`src/rtl/core/rgd_pkg.sv`:
```
// Shared types and constants for the RDS group decoder
`timescale 1ns / 1ps
package rgd_pkg;

    localparam int NAME_LEN    = 8;
    localparam int TEXT_LEN    = 64;
    localparam int RT_LANES    = 4;
    localparam int RT_ROWS     = TEXT_LEN / RT_LANES;
    localparam int RT_ROW_W    = $clog2(RT_ROWS);
    localparam int RT_LANE_W   = $clog2(RT_LANES);
    localparam int RT_IDX_W    = $clog2(TEXT_LEN);
    localparam int NAME_IDX_W  = $clog2(NAME_LEN);

    localparam logic [1:0] OP_DECODE  = 2'd0;
    localparam logic [1:0] OP_READ_PS = 2'd1;
    localparam logic [1:0] OP_READ_RT = 2'd2;

    localparam logic [4:0] GRP_0A = 5'd0;
    localparam logic [4:0] GRP_0B = 5'd1;
    localparam logic [4:0] GRP_1A = 5'd2;
    localparam logic [4:0] GRP_1B = 5'd3;
    localparam logic [4:0] GRP_2A = 5'd4;
    localparam logic [4:0] GRP_2B = 5'd5;

    localparam logic [7:0] CHAR_DOT  = 8'h2E;
    localparam logic [7:0] CHAR_NULL = 8'h00;
    localparam logic [1:0] AB_NONE   = 2'd2;

    typedef struct packed {
        logic [1:0]  opcode;
        logic [15:0] block_a;
        logic [15:0] block_b;
        logic [15:0] block_c;
        logic [15:0] block_d;
        logic [5:0]  read_index;
    } t_in_req;

    typedef struct packed {
        logic [15:0] prog_ident;
        logic        traffic_prog;
        logic [4:0]  prog_type;
        logic [4:0]  group_code;
        logic [7:0]  alt_freq_first;
        logic [7:0]  alt_freq_second;
        logic [4:0]  item_day;
        logic [4:0]  item_hour;
        logic [5:0]  item_minute;
        logic [7:0]  read_char;
    } t_out_req;

    // one row write into the radio-text memory, lane 0 in the low byte
    typedef struct packed {
        logic                      en;
        logic                      fill;
        logic [RT_ROW_W-1:0]       row;
        logic [RT_LANES-1:0]       be;
        logic [RT_LANES*8-1:0]     data;
    } t_rt_wr;

    typedef struct packed {
        logic       hdr_en;
        logic       af_en;
        logic       time_en;
        logic       ps_en;
        logic [1:0] ps_seg;
        t_rt_wr     rt;
    } t_dec;

endpackage

```
`src/rtl/core/rgd_in_if.sv`:
```
// Request channel into the RDS group decoder
`timescale 1ns / 1ps
interface rgd_in_if;
    import rgd_pkg::*;

    logic    valid;
    logic    ready;
    t_in_req data;

    modport source (output valid, output data, input ready);
    modport sink   (input valid, input data, output ready);
endinterface

```
`src/rtl/core/rgd_out_if.sv`:
```
// Result channel out of the RDS group decoder
`timescale 1ns / 1ps
interface rgd_out_if;
    import rgd_pkg::*;

    logic     valid;
    logic     ready;
    t_out_req data;

    modport source (output valid, output data, input ready);
    modport sink   (input valid, input data, output ready);
endinterface

```
`src/rtl/core/rgd_decode.sv`:
```
// Group decode: turns one request into store update commands
`timescale 1ns / 1ps
module rgd_decode (
    input  rgd_pkg::t_in_req i_req,
    input  logic [1:0]       i_ab_last,
    output rgd_pkg::t_dec    o_dec
);
    import rgd_pkg::*;

    logic [4:0]  grp;
    logic [15:0] blk_b;
    logic [15:0] blk_c;
    logic [15:0] blk_d;

    assign blk_b = i_req.block_b;
    assign blk_c = i_req.block_c;
    assign blk_d = i_req.block_d;
    assign grp   = blk_b[15:11];

    always_comb begin
        o_dec = '0;
        o_dec.ps_seg = blk_b[1:0];
        o_dec.rt.row = blk_b[RT_ROW_W-1:0];
        if (i_req.opcode == OP_DECODE) begin
            o_dec.hdr_en = 1'b1;
            case (grp)
                GRP_0A: begin
                    o_dec.af_en = 1'b1;
                    o_dec.ps_en = 1'b1;
                end
                GRP_0B: begin
                    o_dec.ps_en = 1'b1;
                end
                GRP_1A, GRP_1B: begin
                    o_dec.time_en = 1'b1;
                end
                GRP_2A: begin
                    o_dec.rt.en   = 1'b1;
                    o_dec.rt.be   = '1;
                    o_dec.rt.data = {blk_d[7:0], blk_d[15:8], blk_c[7:0], blk_c[15:8]};
                end
                GRP_2B: begin
                    // two chars land in one half of row segment/2
                    o_dec.rt.en   = 1'b1;
                    o_dec.rt.row  = {1'b0, blk_b[RT_ROW_W-1:1]};
                    o_dec.rt.be   = blk_b[0] ? 4'b1100 : 4'b0011;
                    o_dec.rt.data = {blk_d[7:0], blk_d[15:8], blk_d[7:0], blk_d[15:8]};
                end
                default: begin
                end
            endcase
            o_dec.rt.fill = o_dec.rt.en && ({1'b0, blk_b[4]} != i_ab_last);
        end
    end

endmodule

```
`src/rtl/core/rgd_text_store.sv`:
```
// Radio-text store: row memory with per-char valid bits and write forwarding
`timescale 1ns / 1ps
module rgd_text_store (
    input  logic                            i_clk,
    input  logic                            i_rst_n,
    input  rgd_pkg::t_rt_wr                 i_wr,
    input  logic                            i_rd_en,
    input  logic [rgd_pkg::RT_IDX_W-1:0]    i_rd_idx,
    input  logic [rgd_pkg::RT_IDX_W-1:0]    i_cur_idx,
    output logic [7:0]                      o_char
);
    import rgd_pkg::*;

    logic [RT_LANES*8-1:0] r_mem [RT_ROWS];
    logic [RT_LANES*8-1:0] r_rd_data;
    logic [RT_LANES-1:0]   r_fwd_be;
    logic [RT_LANES*8-1:0] r_fwd_data;
    logic [TEXT_LEN-1:0]   r_valid;
    logic [TEXT_LEN-1:0]   n_valid;
    logic [TEXT_LEN-1:0]   set_mask;
    logic [7:0]            r_clear_val;
    logic [RT_LANE_W-1:0]  lane;
    logic [7:0]            mem_char;

    always_ff @(posedge i_clk) begin
        if (i_wr.en) begin
            for (int k = 0; k < RT_LANES; k++) begin
                if (i_wr.be[k]) begin
                    r_mem[i_wr.row][k*8 +: 8] <= i_wr.data[k*8 +: 8];
                end
            end
        end
        if (i_rd_en) begin
            r_rd_data  <= r_mem[i_rd_idx[RT_IDX_W-1:RT_LANE_W]];
            // the row being written at this edge is missing from the read
            r_fwd_be   <= (i_wr.en && (i_wr.row == i_rd_idx[RT_IDX_W-1:RT_LANE_W]))
                          ? i_wr.be : '0;
            r_fwd_data <= i_wr.data;
        end
    end

    always_comb begin
        for (int r = 0; r < RT_ROWS; r++) begin
            for (int k = 0; k < RT_LANES; k++) begin
                set_mask[r*RT_LANES + k] = (i_wr.row == RT_ROW_W'(r)) && i_wr.be[k];
            end
        end
        n_valid = i_wr.fill ? set_mask : (r_valid | set_mask);
    end

    always_ff @(posedge i_clk) begin
        if (!i_rst_n) begin
            r_valid     <= '0;
            r_clear_val <= CHAR_NULL;
        end else if (i_wr.en) begin
            r_valid <= n_valid;
            if (i_wr.fill) begin
                r_clear_val <= CHAR_DOT;
            end
        end
    end

    assign lane     = i_cur_idx[RT_LANE_W-1:0];
    assign mem_char = r_fwd_be[lane] ? r_fwd_data[lane*8 +: 8] : r_rd_data[lane*8 +: 8];
    assign o_char   = r_valid[i_cur_idx] ? mem_char : r_clear_val;

endmodule

```
`src/rtl/core/rds_group_decoder_core.sv`:
```
// Top level of the RDS group decoder
//
// i_in carries one request per handshake: opcode 0 decodes a group of four
// blocks, opcode 1 reads a programme-service char, opcode 2 a radio-text
// char. o_out returns exactly one result per request, in order, showing
// header, AF, programme item and the char read after that request.
// A request passes the input register, then the result register, before it
// shows on o_out. Throughput: one request per cycle while o_out does not
// stall, set by the row memory port of the text store, which is read when
// the request is taken and forwarded from the write of the request ahead
// of it.
// Reset (synchronous, active low) clears the header, AF pair, item time and
// both char stores; the text store clears through per-char valid bits, so
// there is no clearing pass and requests are taken right after reset.
// When o_out stalls the result register holds, the input register still
// fills once, and i_in.ready drops only when both are full.
`timescale 1ns / 1ps
module rds_group_decoder_core (
    input  logic          i_clk,
    input  logic          i_rst_n,
    rgd_in_if.sink        i_in,
    rgd_out_if.source     o_out
);
    import rgd_pkg::*;

    logic       r_in_valid;
    t_in_req    r_in;
    logic       r_out_valid;
    t_out_req   r_out;

    logic [7:0]  r_ps [NAME_LEN];
    logic [1:0]  r_ab_last;
    logic [15:0] r_af;
    logic [15:0] r_time;
    logic [15:0] r_pi;
    logic        r_tp;
    logic [4:0]  r_pty;
    logic [4:0]  r_grp;

    logic [15:0] n_af;
    logic [15:0] n_time;
    logic [15:0] n_pi;
    logic        n_tp;
    logic [4:0]  n_pty;
    logic [4:0]  n_grp;
    logic [7:0]  n_char;

    logic    adv;
    logic    commit;
    logic    in_acc;
    t_dec    dec;
    t_rt_wr  rt_wr;
    logic [7:0] rt_char;
    logic [NAME_IDX_W-1:0] ps_lo;
    logic [NAME_IDX_W-1:0] ps_hi;

    assign adv          = !r_out_valid || o_out.ready;
    assign commit       = r_in_valid && adv;
    assign i_in.ready   = !r_in_valid || adv;
    assign in_acc       = i_in.valid && i_in.ready;
    assign o_out.valid  = r_out_valid;
    assign o_out.data   = r_out;

    rgd_decode u_decode (
        .i_req     (r_in),
        .i_ab_last (r_ab_last),
        .o_dec     (dec)
    );

    always_comb begin
        rt_wr      = dec.rt;
        rt_wr.en   = dec.rt.en && commit;
        rt_wr.fill = dec.rt.fill && commit;
    end

    rgd_text_store u_text_store (
        .i_clk     (i_clk),
        .i_rst_n   (i_rst_n),
        .i_wr      (rt_wr),
        .i_rd_en   (in_acc),
        .i_rd_idx  (i_in.data.read_index),
        .i_cur_idx (r_in.read_index),
        .o_char    (rt_char)
    );

    assign n_pi   = dec.hdr_en  ? r_in.block_a          : r_pi;
    assign n_tp   = dec.hdr_en  ? r_in.block_b[10]      : r_tp;
    assign n_pty  = dec.hdr_en  ? r_in.block_b[9:5]     : r_pty;
    assign n_grp  = dec.hdr_en  ? r_in.block_b[15:11]   : r_grp;
    assign n_af   = dec.af_en   ? r_in.block_c          : r_af;
    assign n_time = dec.time_en ? r_in.block_d          : r_time;
    assign ps_lo  = {dec.ps_seg, 1'b0};
    assign ps_hi  = {dec.ps_seg, 1'b1};

    always_comb begin
        case (r_in.opcode)
            OP_READ_PS: begin
                n_char = (r_in.read_index[5:NAME_IDX_W] == '0)
                         ? r_ps[r_in.read_index[NAME_IDX_W-1:0]] : CHAR_NULL;
            end
            OP_READ_RT: n_char = rt_char;
            default:    n_char = CHAR_NULL;
        endcase
    end

    // pipeline control
    always_ff @(posedge i_clk) begin
        if (!i_rst_n) begin
            r_in_valid  <= 1'b0;
            r_out_valid <= 1'b0;
        end else begin
            if (i_in.ready) begin
                r_in_valid <= i_in.valid;
            end
            if (adv) begin
                r_out_valid <= r_in_valid;
            end
        end
    end

    always_ff @(posedge i_clk) begin
        if (in_acc) begin
            r_in <= i_in.data;
        end
        if (commit) begin
            r_out.prog_ident      <= n_pi;
            r_out.traffic_prog    <= n_tp;
            r_out.prog_type       <= n_pty;
            r_out.group_code      <= n_grp;
            r_out.alt_freq_first  <= n_af[15:8];
            r_out.alt_freq_second <= n_af[7:0];
            r_out.item_day        <= n_time[15:11];
            r_out.item_hour       <= n_time[10:6];
            r_out.item_minute     <= n_time[5:0];
            r_out.read_char       <= n_char;
        end
    end

    // decoder state
    always_ff @(posedge i_clk) begin
        if (!i_rst_n) begin
            for (int i = 0; i < NAME_LEN; i++) begin
                r_ps[i] <= CHAR_NULL;
            end
            r_ab_last <= AB_NONE;
            r_af      <= '0;
            r_time    <= '0;
            r_pi      <= '0;
            r_tp      <= 1'b0;
            r_pty     <= '0;
            r_grp     <= '0;
        end else if (commit) begin
            r_af   <= n_af;
            r_time <= n_time;
            r_pi   <= n_pi;
            r_tp   <= n_tp;
            r_pty  <= n_pty;
            r_grp  <= n_grp;
            if (dec.ps_en) begin
                r_ps[ps_lo] <= r_in.block_d[15:8];
                r_ps[ps_hi] <= r_in.block_d[7:0];
            end
            if (dec.rt.fill) begin
                r_ab_last <= {1'b0, r_in.block_b[4]};
            end
        end
    end

    // every committed request must produce a result next cycle
    a_commit_result: assert property (@(posedge i_clk) disable iff (!i_rst_n)
        commit |=> r_out_valid)
        else $error("committed request produced no result");

    // a text group leaves the last A/B flag equal to its own flag
    a_ab_tracks: assert property (@(posedge i_clk) disable iff (!i_rst_n)
        (commit && dec.rt.en) |=> (r_ab_last == {1'b0, $past(r_in.block_b[4])}))
        else $error("A/B flag not tracked after text group");

    // out-of-range PS read returns zero
    a_ps_range: assert property (@(posedge i_clk) disable iff (!i_rst_n)
        (commit && (r_in.opcode == OP_READ_PS) && (r_in.read_index[5:NAME_IDX_W] != '0))
        |=> (r_out.read_char == CHAR_NULL))
        else $error("PS read beyond name length returned nonzero");

    // reads leave the header untouched
    a_read_hdr: assert property (@(posedge i_clk) disable iff (!i_rst_n)
        (commit && (r_in.opcode != OP_DECODE)) |=> $stable(r_pi) && $stable(r_grp))
        else $error("read request changed the header");

endmodule
```
`src/flat_wrapper.sv`:
```
// flat-port wrapper written by rule: the top's interface ports become plain ports
module rds_group_decoder_core_flat import rgd_pkg::*;
  (i_clk, i_rst_n, i_in_valid, i_in_data, i_in_ready, o_out_valid, o_out_data, o_out_ready);
  rgd_in_if i_in_i ();
  rgd_out_if o_out_i ();
  input  logic i_clk;
  input  logic i_rst_n;
  input wire logic [$bits(i_in_i.valid)-1:0] i_in_valid;
  input wire logic [$bits(i_in_i.data)-1:0] i_in_data;
  output wire logic [$bits(i_in_i.ready)-1:0] i_in_ready;
  output wire logic [$bits(o_out_i.valid)-1:0] o_out_valid;
  output wire logic [$bits(o_out_i.data)-1:0] o_out_data;
  input wire logic [$bits(o_out_i.ready)-1:0] o_out_ready;
  assign i_in_i.valid = i_in_valid;
  assign i_in_i.data = i_in_data;
  assign i_in_ready = i_in_i.ready;
  assign o_out_valid = o_out_i.valid;
  assign o_out_data = o_out_i.data;
  assign o_out_i.ready = o_out_ready;
  rds_group_decoder_core u_core (.i_clk(i_clk), .i_rst_n(i_rst_n), .i_in(i_in_i), .o_out(o_out_i));
endmodule
```
`config.mk`:
```
export PLATFORM = sky130hd
export DESIGN_NAME = rds_group_decoder_core_flat
export DESIGN_NICKNAME = d
export VERILOG_FILES = /design/src/rtl/core/rgd_pkg.sv /design/src/rtl/core/rgd_in_if.sv /design/src/rtl/core/rgd_out_if.sv /design/src/rtl/core/rgd_decode.sv /design/src/rtl/core/rgd_text_store.sv /design/src/rtl/core/rds_group_decoder_core.sv /design/src/flat_wrapper.sv
export SDC_FILE = /design/constraint.sdc
export NUM_CORES = 1
export LEC_CHECK = 0
export BUFFER_PORTS_ARGS = -buffer_cell sky130_fd_sc_hd__buf_2
export CAP_MARGIN = 20
export CORE_ASPECT_RATIO = 1.25
export CORE_MARGIN = 4
export CORE_UTILIZATION = 28
export DETAILED_ROUTE_END_ITERATION = 12
export SYNTH_ARGS = -nofsm -noshare
export SYNTH_HDL_FRONTEND = slang
export SYNTH_SLANG_ARGS = --single-unit
```
`constraint.sdc`:
```
create_clock -name i_clk -period 6.7 [get_ports i_clk]
set_input_delay 1.34 -clock i_clk [delete_from_list [all_inputs] [get_ports i_clk]]
set_output_delay 1.34 -clock i_clk [all_outputs]
set_load 0.01 [all_outputs]
```
==> results.cfg, run 1 <==
[setup_path]
cp_data_arrival_time_ns = 4.53
worst_path_max_delay_cell = inv_1
slowest_delay_ns = 0.78
cp_cell_sequence = inv_1, ha_1, buf_4, or3b_2, nor3b_2, buf_4, nand2_1, nor3b_2, nand2_1, inv_1
crit_required_ns = 6.96
cp_max_fo = 29
timing.rr.start = u_core.r_in[70]
worstSetupPathType = flop to flop
critPathLaunchType = flop
endpoint_kind = flop
cp-startpoint = u_core.r_in[70]

[yosys]
yosysSeqAreaShare_pct = 73.3
ys_async_sr_fraction_pct = 0
yosys_warnings = 0
ys_types = 48
synth-main-ff-cell = edfxtp_1
syn_area_um2 = 35600
synthCells = 1861
synth_area_per_cell_um2 = 19.1
ys_ff_latch = 912
synth_edf_count = 781
synth_nets = 1940

[floorplanning]
core_um2 = 126000
ios = 145
die_w_um = 327
die-area_um2 = 133000
die-height_um = 406
rows = 145
start_util_pct = 28.3

[clock_tree]
htree_levels = 3
insertion_delay_ns = 0.66
cts_made_buffers = 87
holdBufCountCts = 0
post_cts_buffers = 0
cts_sinks = 912
clkTransAtPathRegs_ns = 0.06
root_buffer = clkbuf_16
cts_tree = built
cts_buffer_depth = 3
post_cts_resize_count = 0

[global_route]
grt_pass1_wl_um = 126000
grt_max_degree = 128
grtUsageTotal_pct = 12.8
antenna_found_initial = 7
grt_pass1_vias = 18600
grt_overflow = 0

[timing]
fin_crit_sh_pct = 63.8
finClkSkew_ns = 0.0294
slew_headroom_pct = 24.3
rsz0062_at_grt = false
slew_violations = 0
max_slew.worst_pin.slew_ns = 1.13
fmax_mhz = 234
period_minus_slack_ns = 4.27
final_hold_viol_count = 0
fin_setup_tns_ns = 0
setup_violations = 0

[flow_run]
maxCapViolCount = 0

[power]
p_int_mw = 9.22
p_leak_nw = 15.2
power_density_nw_per_um2 = 282
clkPwrFrac_pct = 42.8
switchingPower_mw = 2.45
seq_power_share_pct = 53.5
p_sw_share_pct = 21.0
ir_drop_uv = 192
pwr-share-comb_pct = 3.7

[routing]
vias = 17700
dr.pass1.iters = 6
antenna_left = 0
avgViaCountPerCell = 4.66
wire_per_inst_um = 22.8
totalWireLength_um = 86500
drc = 0
drt-initial-drc-count = 1512

[final_layout]
drive_above_1_share_pct = 28.1
syn2layout_area_growth_pct = 16.3
final_area_um2 = 41400
nets = 2111

[placed_design]
postPlaceCellArea_um2 = 38300
dp_hpwl_um = 52700
gp_congestion = 0.794
io_buffers = 144

[worst_hold_path]
min_from = u_core.u_text_store.r_valid[36]
hold_class = flop to flop

[run_status]
run_status = finished, final reports clean
==> power groups by stage <==
stage	combinational, mW	clock, mW	sequential (mW)
2_1_floorplan	0.270	0	6.34
3_3_place_gp	0.431	0	6.36
3_5_place_dp	0.436	0	6.37
4_1_cts	0.438	5.10	6.24
5_1_grt	0.457	5.35	6.25
6_report	0.431	5.00	6.24
==> layout by cell type, fill, tap and decap left out, types with 3 or more instances in the layout <==
master / count
nand2_1: 110
inv_1: 35
buf_2: 141
a21boi_0: 62
clkbuf_16: 90
nand4b_1: 3
ha_1: 3
nor3b_1: 4
nand3_1: 6
o311ai_0: 3
xor2_1: 5
and3_1: 4
inv_6: 4
a21oi_1: 11
nor3_1: 5
mux4_1: 6
o21ai_0: 6
clkinvlp_4: 3
bufinv_16: 8
nor2b_1: 66
and2_1: 81
mux2i_1: 105
inv_16: 3
o21ai_1: 4
buf_4: 34
dfxtp_1: 131
clkinv_1: 9
nand2b_1: 3
o22ai_1: 4
mux4_2: 198
mux2_2: 65
clkbuf_8: 8
clkinv_2: 12
nor2_1: 32
diode_2: 3
edfxtp_1: 781
clkbuf_1: 22
==> through the flow <==
stage	std cells	hold WS (ns)	utilization [%]	total power, mW	setup WS (ns)
final	3797	0.464	32.9	11.7	2.43
after global routing	3794	0.489	32.9	12.1	2.27
after CTS	3785	0.469	32.8	11.8	2.31
after detailed placement	3624	0.461	30.5	6.80	2.34
after global placement	3623	0.452	30.5	6.80	2.47
after floorplan	1861	0.419	-	6.61	1.87
==> kinds of logic (layout without fill, tap and decap cells) <==
kind of cell,Yosys count,in the layout,synth area share [%]
AO/OA/AOI/OAI,99,99,1.96
multiplexers,375,375,18.0
XOR/XNOR,5,5,0.123
other,0,3,0
flip-flops,912,912,73.3
buffers and inverters,138,381,1.53
adder cells (fa/ha/maj),3,3,0.106
AND/OR/NAND/NOR,329,329,4.93
==> layer usage <==
layer  track usage [%]  vias up  wire length (µm)
li1                  -     7670                 -
met1              15.8     9345             34200
met2              22.7      555             45000
met3              1.67      124              4370
met4              4.98        0              2970
met5                 0        -                 0
==> critical path, delay by kind of cell, from the launching register on <==
kind,cells,cell delay [ns]
fa+ha+maj,1,0.16
simple gates,5,1.75
buf+inv,4,1.54
flops,1,0.40
==> area by class of cell <==
cell class / instances / area (µm²)
diodes: 3 / 7.51
clock inverters: 43 / 487
well taps: 1690 / 2110
clock buffers: 118 / 2420
flip-flops and latches: 912 / 26100
fillers: 12000 / 84200
repair buffers: 184 / 1120
multi-input cells: 811 / 8990
inverters: 36 / 140
==> cells in the mapped netlist, types with 10 or more instances <==
master      n  area share [%]
a21boi_0   62             1.3
nand2_1   110             1.2
nor2b_1    67             1.2
a21oi_1    11            0.15
nor2_1     32            0.34
mux2_2     65             2.1
and2_1     81             1.4
dfxtp_1   131             7.4
clkbuf_1   69            0.73
mux2i_1   105             3.0
mux4_2    198              13
edfxtp_1  781              66
buf_1      23            0.24
o21ai_0    10            0.14
inv_1      36            0.38
==> path summary, 6_finish.rpt <==
| kind | end | slack, ns | cells past startpoint |
|---|---|---|---|
| worst min register to register | u_core.u_text_store.r_valid[36] | 0.46 | 2 |
| worst max-delay path | u_core.u_text_store.r_mem[15][28] | 2.43 | 10 |
| worst max register to register | u_core.u_text_store.r_mem[15][28] | 2.43 | 10 |
| worst min-delay path | u_core.u_text_store.r_valid[36] | 0.46 | 2 |
==> sequential cells by signal (all words and copies together), names as in the netlist, named ones only <==
| name | flops |
|---|---|
| u_core.u_text_store.r_valid | 64 |
| u_core.r_ps | 64 |
| u_core.r_af | 16 |
| u_core.r_ab_last | 2 |
| u_core.o_out.data | 67 |
| u_core.u_text_store.r_rd_data | 32 |
| u_core.u_text_store.r_fwd_be | 2 |
| u_core.u_text_store.r_fwd_data | 32 |
| u_core.r_in_valid | 1 |
| u_core.o_out.valid | 1 |
| u_core.r_pty | 5 |
| u_core.u_text_store.r_mem | 512 |
| u_core.u_text_store.r_clear_val | 1 |
| u_core.r_tp | 1 |
| u_core.r_pi | 16 |
| u_core.r_grp | 5 |
| u_core.r_time | 16 |
| u_core.r_in | 72 |
Power figures use the tool's default switching activity.
==> run 2, diff against run 1 <==
clock period = 4.2 ns   (was 6.7 ns; I/O delays follow)
==> results.cfg, run 2 (synthesis gave the netlist of run 1 again) <==
[run_status]
run_status = finished, final reports clean

[power]
power.total_mw = 18.2
ir_drop_uv = 328
power_density_nw_per_um2 = 438
p_leak_nw = 15.3

[setup_path]
slowest_delay_ns = 0.80
cp-startpoint = u_core.r_in[70]
cp_top_family = simple AND/OR/NAND/NOR gates
endpoint_kind = flop
cp_max_fo = 16
worstSetupPathType = flop to flop
timing.rr.start = u_core.r_in[70]
cp_num_buf_inv = 3
cp_cell_sequence = inv_1, ha_1, or3b_2, nor3b_2, nand2_1, nor3_1, buf_4, nand2_1, inv_1
critPathLaunchType = flop
worst_path_max_delay_cell = inv_1
crit_required_ns = 4.44
cp_data_arrival_time_ns = 3.58

[floorplanning]
core_um2 = 126000
die_w_um = 327
die-height_um = 406
rows = 145
die-area_um2 = 133000
ios = 145
start_util_pct = 28.3

[timing]
fmax_mhz = 299
rsz0062_at_grt = false
slew_headroom_pct = 27.3
period_minus_slack_ns = 3.35
slew_violations = 0
max_slew.worst_pin.slew_ns = 1.09
final_hold_viol_count = 0
finClkSkew_ns = 0.0226
fin_setup_tns_ns = 0
fin_ws_ns = 0.853
setup_violations = 0
fin_crit_sh_pct = 79.7
holdWs_ns = 0.376

[clock_tree]
insertion_delay_ns = 0.64
cts_sinks = 912
htree_levels = 3
cts_made_buffers = 86
post_cts_buffers = 0
holdBufCountCts = 0
post_cts_resize_count = 0
cts_tree = built
root_buffer = clkbuf_16
clkTransAtPathRegs_ns = 0.06
cts_buffer_depth = 3

[routing]
drc = 0
avgViaCountPerCell = 4.61
totalWireLength_um = 87700
wire_per_inst_um = 22.9
vias = 17700
drt-initial-drc-count = 1541
dr.pass1.iters = 6
antenna_left = 0

[placed_design]
gp_congestion = 0.792
placed_cells = 3667
postPlaceCellArea_um2 = 38700
dp_hpwl_um = 55600
post-place-ws_ns = 0.822
io_buffers = 144

[global_route]
antenna_found_initial = 7
grtUsageTotal_pct = 12.9
grt_max_degree = 95
grt_pass1_vias = 18500
grt_overflow = 0
grt_pass1_wl_um = 127000

[final_layout]
final_common_cell = edfxtp_1
syn2layout_area_growth_pct = 16.7
final_area_um2 = 41500
finalNonFillerCells = 3826
largest_reg_flops = 512
final_core_util_pct = 33.1
regMostFlops = u_core.u_text_store.r_mem
fillers = 12000
drive_above_1_share_pct = 28.5
nets = 2147
final_cell_mix = 781 x edfxtp_1, 198 x mux4_2, 141 x buf_2

[worst_hold_path]
min_from = i_in_data[24]
hold_class = input pin to flop

[flow_run]
maxCapViolCount = 0
-- run 2: worst paths after layout --
| path | to | slack, ns | cells past startpoint |
|---|---|---|---|
| setup / recovery | u_core.u_text_store.r_mem[8][24] | 0.85 | 9 |
| hold / removal | u_core.r_in[24] | 0.38 | 1 |
| setup reg to reg | u_core.u_text_store.r_mem[8][24] | 0.85 | 9 |
| hold reg to reg | u_core.u_text_store.r_valid[20] | 0.46 | 2 |
-- run 2: cell type report --
class | instances | area, µm² | share of cell area (%)
antenna | 2 | 5.00 | 0.0121
clock buffer | 114 | 2340 | 5.64
clock inverter | 40 | 358 | 0.862
inverter | 36 | 139 | 0.335
multi-input combinational | 811 | 8990 | 21.7
sequential | 912 | 26100 | 62.8
tap | 1690 | 2110 | 5.10
timing repair buffer | 221 | 1480 | 3.56
-- run 2: worst reg2reg max path, delay by kind of cell, from the launching register on --
| family | cells | cell delay, ns |
|---|---|---|
| adders and majority gates | 1 | 0.16 |
| DFF | 1 | 0.41 |
| and+or+nand+nor | 5 | 1.32 |
| buffers and inverters | 3 | 1.06 |
-- run 2: report_power, final --
group	switching, mW	internal (mW)	total, mW
Clock	3.20	4.33	7.53
Combinational	0.372	0.283	0.655
Sequential	0.129	9.87	10.0
-- run 2: routing by layer --
layer  routed length (µm)  share of wire, %  GRT usage [%]  up-vias
li1                     -                 -              -     7735
met1                34800                40           16.0     9273
met2                46000                53           23.3      532
met3                 4860               5.5           2.32      110
met4                 1950               2.2           3.54        0
met5                    0                 0              0        -
==> run 3, diff against run 2 <==
clock period = 3.4 ns   (was 4.2 ns; I/O delays follow)
==> results.cfg, run 3 (synthesis gave the netlist of run 1 again) <==
[run_status]
run_status = finished, final reports clean

[placed_design]
io_buffers = 144
postPlaceCellArea_um2 = 39100
gp_congestion = 0.865
dp_hpwl_um = 61600

[power]
seq_power_share_pct = 53.5
ir_drop_uv = 418
p_leak_nw = 15.6
p_int_mw = 18.3
switchingPower_mw = 4.71
power_density_nw_per_um2 = 548
clkPwrFrac_pct = 42.8
pwr-share-comb_pct = 3.7
p_sw_share_pct = 20.4
power.total_mw = 23.0

[worst_hold_path]
hold_class = input pin to flop
min_from = i_in_data[51]

[timing]
finClkSkew_ns = 0.0326
period_minus_slack_ns = 3.22
slew_violations = 0
rsz0062_at_grt = false
setup_violations = 0
fmax_mhz = 310
fin_crit_sh_pct = 94.7
final_hold_viol_count = 0
max_slew.worst_pin.slew_ns = 1.08
slew_headroom_pct = 27.4

[final_layout]
final_common_cell = edfxtp_1
largest_reg_flops = 512
final_area_um2 = 42000
fillers = 11900
syn2layout_area_growth_pct = 18.1
nets = 2186
regMostFlops = u_core.u_text_store.r_mem
drive_above_1_share_pct = 31.1
final_cell_mix = 781 x edfxtp_1, 198 x mux4_2, 141 x buf_2

[routing]
wire_per_inst_um = 23.1
dr.pass1.iters = 5
antenna_left = 0
avgViaCountPerCell = 4.65
drc = 0
totalWireLength_um = 89400
drt-initial-drc-count = 1666
vias = 18000

[global_route]
grt_util_met3_pct = 2.02
grt-busiest-layer = met2
use_met2_pct = 23.0
grt_max_degree = 125
grt_pass1_wl_um = 130000
gr-usage-met1_pct = 16.6
grt_overflow = 0
antenna_found_initial = 7
grtUsageTotal_pct = 13.2
grt_pass1_vias = 18500

[setup_path]
cp-startpoint = u_core.r_in[71]
endpoint_kind = flop
cp_max_fo = 28
worstSetupPathType = flop to flop
crit_required_ns = 3.71
critPathLaunchType = flop
timing.rr.start = u_core.r_in[71]
cp_data_arrival_time_ns = 3.53

[clock_tree]
cts_sinks = 912
cts_tree = built
cts_buffer_depth = 3
cts_made_buffers = 86
post_cts_resize_count = 0
root_buffer = clkbuf_16
holdBufCountCts = 0
post_cts_buffers = 0
insertion_delay_ns = 0.65
clkTransAtPathRegs_ns = 0.06
htree_levels = 3

[floorplanning]
die_w_um = 327
rows = 145
die-area_um2 = 133000
core_um2 = 126000
die-height_um = 406
start_util_pct = 28.3
ios = 145

[flow_run]
maxCapViolCount = 0
[run 3: layer usage]
layer  vias up  routed length, µm
met5         -                  0
met4         0               3250
met3       117               4690
met2       590              46000
met1      9493              35400
li1       7805                  -
[run 3: final timing paths]
path	to	slack, ns	cells past startpoint
setup / recovery	u_core.u_text_store.r_mem[0][18]	0.18	10
hold / removal	u_core.r_in[51]	0.21	1
setup reg to reg	u_core.u_text_store.r_mem[0][18]	0.18	10
hold reg to reg	u_core.u_text_store.r_valid[12]	0.47	2
[run 3: cell type report]
cell class	instances	area (µm²)	share of cell area, %
Sequential cell	912	26100	62.1
Inverter	36	139	0.331
Multi-Input combinational cell	811	9010	21.5
Clock inverter	48	543	1.29
Timing Repair Buffer	260	1760	4.19
Tap cell	1690	2110	5.03
Clock buffer	108	2370	5.63
Antenna cell	3	7.51	0.0179
[run 3: worst max-delay path, cell delays in order (launching register included)]
cell and delay, ns:
edfxtp_1 0.40, inv_1 0.11, ha_1 0.17, buf_4 0.39, nor3b_1 0.52, nand4b_1 0.35, a21oi_1 0.25, buf_4 0.19
nand2_1 0.12, inv_1 0.11, buf_4 0.28
[run 3: power groups by stage]
stage          Clock, mW  Combinational, mW  Sequential (mW)
6_report            9.87              0.849             12.3
5_1_grt             10.6              0.905             12.3
4_1_cts             10.1              0.865             12.3
3_5_place_dp           0              0.862             12.6
3_3_place_gp           0              0.849             12.6
2_1_floorplan          0              0.534             12.5
[run 3: stage by stage]
stage | hold WS (ns) | setup TNS, ns | std cells | setup WS, ns | util (%)
after floorplan | 0.419 | -4.64 | 1861 | -0.0336 | -
after global placement | 0.452 | 0 | 3709 | 0.252 | 31.1
after detailed placement | 0.457 | 0 | 3709 | 0.176 | 31.1
after CTS | 0.166 | 0 | 3865 | 0.157 | 33.5
after global routing | 0.180 | 0 | 3866 | 0.0191 | 33.5
final | 0.211 | 0 | 3868 | 0.179 | 33.5
